## src/hw/rtl/nfsd_pkg.sv

```systemverilog
`default_nettype none

package nfsd_pkg;

  localparam int unsigned ByteW  = 8;
  localparam int unsigned CountW = 10;

  localparam logic [ByteW-1:0] XorMask    = 8'h20;
  localparam logic [ByteW-1:0] ChUpperA   = 8'h41;
  localparam logic [ByteW-1:0] ChUpperZ   = 8'h5A;
  localparam logic [ByteW-1:0] ChDigit0   = 8'h30;
  localparam logic [ByteW-1:0] ChDigit9   = 8'h39;
  localparam logic [ByteW-1:0] ChDot      = 8'h2E;
  localparam logic [ByteW-1:0] ChComma    = 8'h2C;
  localparam logic [ByteW-1:0] ChColon    = 8'h3A;
  localparam logic [ByteW-1:0] ChHyphen   = 8'h2D;
  localparam logic [ByteW-1:0] ChUnder    = 8'h5F;

  localparam logic [ByteW-1:0] StartReset   = 8'd126;
  localparam logic [ByteW-1:0] EscapeReset  = 8'd125;
  localparam logic [ByteW-1:0] NameEndReset = 8'd127;

  typedef enum logic [2:0] {
    EvNone     = 3'd0,
    EvNameChar = 3'd1,
    EvNameDone = 3'd2,
    EvContent  = 3'd3,
    EvFileEnd  = 3'd4,
    EvError    = 3'd5
  } event_e;

  typedef enum logic [1:0] {
    ErrNone      = 2'd0,
    ErrTooLong   = 2'd1,
    ErrEmptyName = 2'd2,
    ErrBadChar   = 2'd3
  } error_e;

  typedef enum logic [1:0] {
    CfgStart   = 2'd0,
    CfgEscape  = 2'd1,
    CfgNameEnd = 2'd2,
    CfgSpare   = 2'd3
  } cfg_idx_e;

  typedef struct packed {
    logic [ByteW-1:0] rx_byte;
  } in_word_t;

  typedef struct packed {
    event_e            event_res;
    logic [ByteW-1:0]  data_byte;
    error_e            error_code;
    logic [CountW-1:0] count;
    logic              block_full;
  } out_word_t;

  typedef struct packed {
    logic [1:0]       index;
    logic [ByteW-1:0] data;
  } cfg_word_t;

  typedef struct packed {
    logic [ByteW-1:0] start_byte;
    logic [ByteW-1:0] escape_byte;
    logic [ByteW-1:0] name_end_byte;
  } markers_t;

  function automatic logic name_char_ok(input logic [ByteW-1:0] b);
    return ((b >= ChUpperA) && (b <= ChUpperZ)) ||
           ((b >= ChDigit0) && (b <= ChDigit9)) ||
           (b == ChDot) || (b == ChComma) || (b == ChColon) ||
           (b == ChHyphen) || (b == ChUnder);
  endfunction

endpackage

`default_nettype wire

```

## src/hw/rtl/nfsd_engine.sv

```systemverilog
`default_nettype none

module nfsd_engine #(
  parameter int unsigned NAME_MAX   = 32,
  parameter int unsigned BLOCK_SIZE = 512
) (
  input  wire logic                           clk_i,
  input  wire logic                           rst_ni,
  input  wire logic                           advance_i,
  input  wire logic [nfsd_pkg::ByteW-1:0]     rx_byte_i,
  input  wire nfsd_pkg::markers_t             markers_i,
  output nfsd_pkg::out_word_t                 result_o
);

  localparam int unsigned NameW = $clog2(NAME_MAX);
  localparam int unsigned FillW = (BLOCK_SIZE > 1) ? $clog2(BLOCK_SIZE) : 1;
  localparam logic [NameW:0] NameMaxV   = (NameW + 1)'(NAME_MAX);
  localparam logic [FillW:0] BlockSizeV = (FillW + 1)'(BLOCK_SIZE);

  logic             in_content_q, in_content_d;
  logic             esc_q, esc_d;
  logic [NameW-1:0] name_len_q, name_len_d;
  logic [FillW-1:0] fill_q, fill_d;
  logic [NameW:0]   name_inc;
  logic [FillW:0]   fill_inc;
  logic             emit;

  assign name_inc = {1'b0, name_len_q} + (NameW + 1)'(1);
  assign fill_inc = {1'b0, fill_q} + (FillW + 1)'(1);

  always_comb begin
    in_content_d = in_content_q;
    esc_d        = esc_q;
    name_len_d   = name_len_q;
    fill_d       = fill_q;
    emit         = 1'b0;
    result_o     = '{event_res:  nfsd_pkg::EvNone,
                     data_byte:  '0,
                     error_code: nfsd_pkg::ErrNone,
                     count:      '0,
                     block_full: 1'b0};

    if (!in_content_q) begin
      if (rx_byte_i == markers_i.start_byte) begin
        name_len_d = '0;
      end else if (nfsd_pkg::name_char_ok(rx_byte_i)) begin
        if (name_inc >= NameMaxV) begin
          result_o.event_res  = nfsd_pkg::EvError;
          result_o.error_code = nfsd_pkg::ErrTooLong;
          name_len_d          = '0;
        end else begin
          name_len_d         = name_inc[NameW-1:0];
          result_o.event_res = nfsd_pkg::EvNameChar;
          result_o.data_byte = rx_byte_i;
        end
      end else if (rx_byte_i == markers_i.name_end_byte) begin
        if (name_len_q == '0) begin
          result_o.event_res  = nfsd_pkg::EvError;
          result_o.error_code = nfsd_pkg::ErrEmptyName;
        end else begin
          result_o.event_res = nfsd_pkg::EvNameDone;
          result_o.count     = nfsd_pkg::CountW'(name_len_q);
          name_len_d         = '0;
          in_content_d       = 1'b1;
          fill_d             = '0;
          esc_d              = 1'b0;
        end
      end else begin
        result_o.event_res  = nfsd_pkg::EvError;
        result_o.error_code = nfsd_pkg::ErrBadChar;
      end
    end else begin
      if (esc_q) begin
        esc_d              = 1'b0;
        result_o.data_byte = rx_byte_i ^ nfsd_pkg::XorMask;
        emit               = 1'b1;
      end else if (rx_byte_i == markers_i.escape_byte) begin
        esc_d = 1'b1;
      end else if (rx_byte_i == markers_i.start_byte) begin
        result_o.event_res = nfsd_pkg::EvFileEnd;
        result_o.count     = nfsd_pkg::CountW'(fill_q);
        in_content_d       = 1'b0;
        fill_d             = '0;
        name_len_d         = '0;
      end else begin
        result_o.data_byte = rx_byte_i;
        emit               = 1'b1;
      end
      if (emit) begin
        result_o.event_res = nfsd_pkg::EvContent;
        if (fill_inc >= BlockSizeV) begin
          fill_d              = '0;
          result_o.block_full = 1'b1;
        end else begin
          fill_d = fill_inc[FillW-1:0];
        end
      end
    end
  end

  always_ff @(posedge clk_i or negedge rst_ni) begin
    if (!rst_ni) begin
      in_content_q <= 1'b0;
      esc_q        <= 1'b0;
      name_len_q   <= '0;
      fill_q       <= '0;
    end else if (advance_i) begin
      in_content_q <= in_content_d;
      esc_q        <= esc_d;
      name_len_q   <= name_len_d;
      fill_q       <= fill_d;
    end
  end

endmodule

`default_nettype wire

```

## config.mk

```make
export PLATFORM = sky130hd
export DESIGN_NAME = nfsd_engine
export DESIGN_NICKNAME = d
export VERILOG_FILES = /design/src/hw/rtl/nfsd_pkg.sv /design/src/hw/rtl/nfsd_engine.sv
export SDC_FILE = /design/constraint.sdc
export NUM_CORES = 1
export LEC_CHECK = 0
export BUFFER_PORTS_ARGS = -buffer_cell sky130_fd_sc_hd__buf_2
export CAP_MARGIN = 20
export CORE_UTILIZATION = 30
export CTS_BUF_LIST = sky130_fd_sc_hd__clkbuf_8 sky130_fd_sc_hd__clkbuf_16
export CTS_CLUSTER_SIZE = 16
export DETAILED_ROUTE_END_ITERATION = 7
export PLACE_DENSITY = 0.52
export SYNTH_ARGS = -nofsm -noshare
export SYNTH_HDL_FRONTEND = slang
export SYNTH_SLANG_ARGS = --single-unit
export TNS_END_PERCENT = 100
```

## constraint.sdc

```tcl
create_clock -name clk_i -period 5.14 [get_ports clk_i]
set_input_delay 0.257 -clock clk_i [delete_from_list [all_inputs] [get_ports clk_i]]
set_output_delay 0.257 -clock clk_i [all_outputs]
set_load 0.01 [all_outputs]
```

After elaboration in Yosys (flattened, before gate mapping)
Cells that the tools add are included.
- memories: 0
- bits in registers: 16
- memory bits (read-only): 0
- bits in latches: 0
- memory bits (writable): 0
- output and inout port bits: 24
- mux-type cells: 66
- div/mod/pow operators: 0
- bitwise operators: 1
- shift operators: 0
- equal/unequal tests: 18
- multipliers: 0
- add/subtract/negate cells: 2
- reduce and logical (&&, ||, !) cells: 14
- $lt $le $gt $ge: 6
- operator list (operator ; count):
    $mux 9 ; 13
    $mux 5 ; 10
    $eq 8x6->1 const B ; 4
    $mux 8 ; 4
    $mux 10 ; 3
    $eq 8x8->1 ; 3
    $mux 23 ; 1
    $mux 1 ; 22
    $mux 11 ; 2
    $mux 3 ; 7
    $add 9x1->10 const B ; 1
    $ge 10x10->1 const B ; 1
    $ne 2x2->1 const B ; 5
    $eq 8x7->1 const B ; 1
    $ge 8x6->1 const B ; 1
    $ge 8x7->1 const B ; 1
    $le 8x6->1 const B ; 1
    $le 8x7->1 const B ; 1
    $mux 2 ; 4
    $reduce_and 8->1 ; 1
    $add 5x1->6 const B ; 1
    $ge 6x6->1 const B ; 1
    $logic_or 1x1->1 ; 6
    $ne 3x2->1 const B ; 2
    10 further kinds ; 11

Logic depth before layout (Yosys ltp)
Gate-level depths: netlist (run 1).
- depth in word-level cells: 11
- gate-level depth with buffers: 8
- mapped depth without buffers: 7

Worst setup path after synthesis (run 1)
OpenSTA, ideal clock, no wires.
- kind: input port to output port
- start point: in rx_byte_i[0] (netlist name)
- end point: out result_o[3] (netlist name)
- arrival: 1.836 ns
- path buffers: 2
- cell stages on the path: 7
- data required time: 4.883 ns
- setup slack: 3.047 ns
- path through: buf_2 > or4_4 > a21oi_2 > a2111oi_4 > buf_6 > nor4_2 > a22o_1
- RTL lines (what ; RTL line ; source):
    start, declared ; nfsd_engine.sv:10 ; input wire logic [nfsd_pkg::ByteW-1:0] rx_byte_i,
    end, declared ; nfsd_engine.sv:12 ; output nfsd_pkg::out_word_t result_o

==> results of run 1 <==
state kept, by name (all words and copies together), names as in the netlist:
signal and count:
fill_q 9, name_len_q 5, esc_q 1, in_content_q 1
worst max-delay path, delay by kind of cell:
family	cells	cell delay, ns
AOI/OAI and AO/OA	4	1.38
and+or+nand+nor	2	0.40
buffers and inverters	2	0.30
path summary, 6_finish.rpt:
check	endpoint	slack, ns	start
max	result_o[20]	2.54	rx_byte_i[6]
min	in_content_q	0.40	advance_i
max reg2reg	fill_q[2]	2.95	in_content_q
min reg2reg	fill_q[7]	0.51	fill_q[7]
max in group asynchronous	name_len_q[2]	4.42	rst_ni
min in group asynchronous	fill_q[6]	0.45	rst_ni
routing by layer:
layer,share of wire,vias to the layer above,wire length (um),GRT usage
met5,0,-,0,0
met4,0,0,0,0.0204
met3,0.024,0,113,0.0241
met2,0.50,20,2380,0.274
met1,0.47,793,2260,0.222
li1,-,823,-,-
area by class of cell:
| type | instances | area (um2) |
|---|---|---|
| fill | 623 | 3510 |
| multi-input combinational | 159 | 1240 |
| sequential | 16 | 400 |
| timing repair buffer | 58 | 295 |
| tap | 72 | 90.1 |
| clock buffer | 3 | 41.3 |
| inverter | 8 | 30.0 |
through the flow:
stage,util,cells
4_1_cts,0.373,316
5_1_grt,0.373,316
2_1_floorplan,-,196
3_3_place_gp,0.364,312
3_5_place_dp,0.364,312
6_report,0.373,316
cells in the final DEF (no fill, tap or decap), drive strengths merged, types with 2 or more instances in the layout:
| master | count |
|---|---|
| nor4 | 5 |
| o22ai | 3 |
| or2 | 2 |
| a22o | 5 |
| a41oi | 2 |
| o2bb2ai | 2 |
| o31ai | 3 |
| nand4 | 10 |
| nor2 | 12 |
| nand2 | 13 |
| a21oi | 5 |
| a211o | 3 |
| a21o | 2 |
| and3 | 9 |
| clkbuf | 3 |
| and2 | 5 |
| buf | 57 |
| dfrtp | 16 |
| or4 | 2 |
| nor3 | 2 |
| inv | 8 |
| o41ai | 2 |
| nand3 | 6 |
| xor2 | 6 |
| xnor2 | 19 |
| ha | 3 |
| mux2i | 5 |
| o21ai | 2 |
| o31a | 3 |
| nor2b | 8 |
| nand2b | 3 |
logic make-up (layout without fill, tap and decap cells):
logic type | Yosys count | in the layout | synth area share
other | 1 | 1 | 0.00212
AND/OR/NAND/NOR | 81 | 81 | 0.299
buffers and inverters | 21 | 69 | 0.0743
multiplexers | 5 | 5 | 0.0283
adder cells (fa/ha/maj) | 3 | 3 | 0.0212
XOR/XNOR | 25 | 25 | 0.124
flip-flops | 16 | 16 | 0.226
AO/OA/AOI/OAI | 44 | 44 | 0.225
power breakdown:
part           switching, mW  total [mW]  internal [mW]
registers             0.0401       0.194          0.154
logic                 0.0994       0.186         0.0863
clock network         0.0434      0.0954         0.0520
total                  0.183       0.475          0.292
==> results.json, run 1 <==
{
  "drt_iter0_drc": 146,
  "yosysMostFrequentCell": "xnor2_1",
  "ant_nets": 0,
  "place_hpwl_mm": 3.70,
  "yosysTopAreaCell": "dfrtp_1",
  "synthTopCellsByArea": "dfrtp_1 (23%), xnor2_1 (9.4%), xor2_1 (3.0%)",
  "pin_count": 59,
  "synthArstFlopShare": 1.00,
  "synth_edf_count": 0,
  "grt_usage": 0.162,
  "crit_required_ns": 4.88,
  "ys_seq_area_frac": 0.226,
  "p_per_area_nw_per_um2": 227,
  "drc": 0,
  "ir_worst_vdd_mv": 0.0912,
  "die-height_um": 78.8,
  "crit_fanout": 13,
  "pre_cts_ws_ns": 2.58,
  "die_x_um": 78.8,
  "worstMarginPinSlew_ns": 0.902,
  "worst_skew_pair.late_latency_ns": 0.25,
  "drt_wl_total_mm": 4.75,
  "grt_max_degree": 21,
  "syn2layout_area_growth_pct": 18.4,
  "maxSlewViolCount": 0,
  "numPortBuffers": 57,
  "setup_tns_ns": 0,
  "drive_gt1_frac": 0.336,
  "dieArea_um2": 6210,
  "synth_nets": 234,
  "crit_path_start_kind": "primary input",
  "crit_chain": "buf_2 > and2b_1 > a21oi_2 > a2111oi_4 > o2111a_2 > a21oi_2 > nor2b_1 > buf_2",
  "cts.sinks": 16,
  "synth_flop_cell": "dfrtp_1",
  "r2r_cells": 5,
  "htreeDepth": 1,
  "cts_made_buffers": 3,
  "hold_depth": 2,
  "crit_type": "primary input to primary output",
  "status": "finished clean",
  "coreArea_um2": 5610,
  "first_pass_iters": 4,
  "yosysTopAreaCellShare": 0.226,
  "start_util": 0.315,
  "root_buffer": "clkbuf_8",
  "cts_setup_buffers": 0,
  "arrival_ns": 2.34,
  "antennaDiodeCount": 0,
  "synthTopCellsByCount": "xnor2_1 (19), dfrtp_1 (16), nand2_1 (13)",
  "num-nets-final": 284,
  "placed_area_um2": 2040,
  "post_cts_resized": 0,
  "max_freq_mhz": 385,
  "rsz0062_at_grt": "false",
  "final_cell_area_um2": 2090,
  "rows": 27,
  "skew_ns": 0.00520,
  "setup_viol": 0,
  "hp-class": "primary input to flip-flop",
  "grt_pass1_wl_mm": 7.89,
  "power_mw": 0.475,
  "vias": 1636,
  "antenna_found_initial": 0,
  "slew_headroom": 0.399,
  "gp_congestion": 0.777,
  "period_minus_slack_ns": 2.60,
  "maxCapViolations": 0,
  "critPathCaptureType": "primary output",
  "syn_area_um2": 1770,
  "first_global_vias": 1572,
  "slowest_delay_ns": 0.83,
  "timing.final.crit_share": 0.505,
  "clk_pin_slew_ns": 0.06,
  "cts_buffer_depth": 2,
  "cts_tree": "built",
  "synth.avg_cell_area_um2": 9.03,
  "globalRouteOverflowTotal": 0,
  "hold_violations": 0,
  "whs_ns": 0.400,
  "worst_slack_ns": 2.54,
  "ys_ff_latch": 16,
  "p_leak_nw": 1.01,
  "synth_cell_types": 64,
  "cts_hold_buf": 1,
  "yosys_warnings": 0,
  "viasPerCell": 5.18,
  "post_drt_wl_per_cell_um": 15.0,
  "syn_inst": 196,
  "cpMaxStageDelayCell": "a2111oi_4"
}
No activity file was read; power rests on OpenSTA's default activity.
==> inputs of run 2 (changes only) <==
==> constraint.sdc (replaced) <==
create_clock -name clk_i -period 2.4 [get_ports clk_i]
set_input_delay 0.12 -clock clk_i [delete_from_list [all_inputs] [get_ports clk_i]]
set_output_delay 0.12 -clock clk_i [all_outputs]
set_load 0.01 [all_outputs]
==> run 2 against run 1 <==
Net effect:
- setup slack got worse by 2.4 ns
- via count up 2.9%
- clock skew down 0.0022 ns
- wire length grew 1.9%
- clock-buffer cell count rose by 1
- first-iteration DRC count fell by 38%
- global-route usage hardly changed
- highest routed layer is now met4
- sequential share of layout area shrank 0.52 points
- worst hold slack lost 0.14 ns
- flip-flop and latch count unchanged
==> results.json, run 2 (same netlist as run 1, synthesis figures left out) <==
{
  "cts.sinks": 16,
  "p_per_area_nw_per_um2": 499,
  "die_x_um": 78.8,
  "maxCapViolations": 0,
  "crit_type": "primary input to primary output",
  "slew_headroom": 0.385,
  "crit_fanout": 13,
  "antenna_found_initial": 0,
  "grt_usage": 0.161,
  "start_util": 0.315,
  "crit_path_start_kind": "primary input",
  "pin_count": 59,
  "placed_area_um2": 2090,
  "coreArea_um2": 5610,
  "period_minus_slack_ns": 2.26,
  "r2r-start": "name_len_q[1]",
  "power_mw": 1.07,
  "htreeDepth": 1,
  "ff2ff_setup_slack_ns": 0.41,
  "largest_reg_flops": 9,
  "num-nets-final": 290,
  "final_cell_area_um2": 2150,
  "viasPerCell": 5.21,
  "drt_iter0_drc": 91,
  "rsz0062_at_grt": "false",
  "first_global_vias": 1615,
  "cts_made_buffers": 3,
  "syn2layout_area_growth_pct": 21.7,
  "timing.final.crit_share": 0.943,
  "crit_required_ns": 2.28,
  "p_leak_nw": 1.04,
  "dieArea_um2": 6210,
  "maxSlewViolCount": 0,
  "rows": 27,
  "hp-class": "primary input to flip-flop",
  "startpoint": "rx_byte_i[5]",
  "grt_pass1_wl_mm": 7.96,
  "post_drt_wl_per_cell_um": 15.0,
  "cts_tree": "built",
  "first_pass_iters": 4,
  "drt_wl_total_mm": 4.84,
  "antennaDiodeCount": 0,
  "skew_ns": 0.00296,
  "final_common_cell": "buf_2",
  "die-height_um": 78.8,
  "ir_worst_vdd_mv": 0.239,
  "status": "finished clean",
  "root_buffer": "clkbuf_8",
  "place_hpwl_mm": 3.80,
  "globalRouteOverflowTotal": 0,
  "hold_depth": 3,
  "critPathCaptureType": "primary output",
  "numPortBuffers": 57,
  "whs_ns": 0.260,
  "cts_buffer_depth": 2,
  "drc": 0,
  "max_freq_mhz": 442,
  "grt_max_degree": 17,
  "r2r_cells": 7,
  "drive_gt1_frac": 0.355,
  "worst_skew_pair.late_latency_ns": 0.25,
  "setup_viol": 0,
  "setup_tns_ns": 0,
  "layout_common_cells": "buf_2 (57), xnor2_1 (19), dfrtp_1 (16)",
  "clk_pin_slew_ns": 0.07,
  "regMostFlops": "fill_q",
  "vias": 1684,
  "post_cts_resized": 0,
  "arrival_ns": 2.14,
  "hold_start": "advance_i",
  "hold_violations": 0,
  "worstMarginPinSlew_ns": 0.922,
  "biggestRegsByFlops": "fill_q: 9 flops, name_len_q: 5 flops",
  "ant_nets": 0,
  "gp_congestion": 0.756
}
==> run 2: cell types whose count changed in the layout (fill, tap and decap cells not counted) <==
cell	delta
buf_4	+6
clkbuf_8	+1
==> run 2: critical path, stage by stage <==
cell	delay, ns
buf_2	0.18
and2b_1	0.16
a21oi_2	0.07
a2111oi_4	0.84
o2111a_2	0.39
a21oi_2	0.09
nor2b_1	0.14
buf_2	0.13
==> run 2: where the power goes <==
| group | total [mW] | leakage (nW) | internal (mW) | switching, mW |
|---|---|---|---|---|
| clock | 0.241 | 0.0288 | 0.146 | 0.0958 |
| combinational | 0.435 | 0.814 | 0.200 | 0.235 |
| sequential | 0.398 | 0.201 | 0.330 | 0.0683 |
==> run 2: metal layers <==
metal / vias to the layer above / share of wire / GRT usage
met5: - / 0 / 0
met3: 2 / 0.050 / 0.0253
met2: 42 / 0.48 / 0.265
met4: 0 / 0.0035 / 0.0222
li1: 834 / - / -
met1: 806 / 0.47 / 0.226
==> run 2: per-stage QoR <==
| step | setup WS, ns | cells | utilization |
|---|---|---|---|
| 2_1_floorplan | 0.548 | 196 | - |
| 3_3_place_gp | 0.174 | 318 | 0.372 |
| 3_5_place_dp | 0.146 | 318 | 0.372 |
| 4_1_cts | 0.137 | 323 | 0.384 |
| 5_1_grt | 0.0125 | 323 | 0.384 |
| 6_report | 0.138 | 323 | 0.384 |
==> run 2: final cells by class <==
type / count / area, um2
clock buffer: 4 / 55.1
tap: 72 / 90.1
timing repair buffer: 64 / 340
sequential: 16 / 400
multi-input combinational: 159 / 1240
inverter: 8 / 30.0
fill: 609 / 3450
==> run 2: what timing repair did <==
action	4_1_cts	5_1_grt
endpoints found under the hold margin	16	0
hold buffers	1	0
setup buffers	0	0
==> run 2: worst paths after layout <==
| path | end |
|---|---|
| min reg2reg | fill_q[7] |
| max in group asynchronous | fill_q[0] |
| max reg2reg | name_len_q[1] |
| max | result_o[14] |
| min in group asynchronous | fill_q[6] |
| min | fill_q[5] |
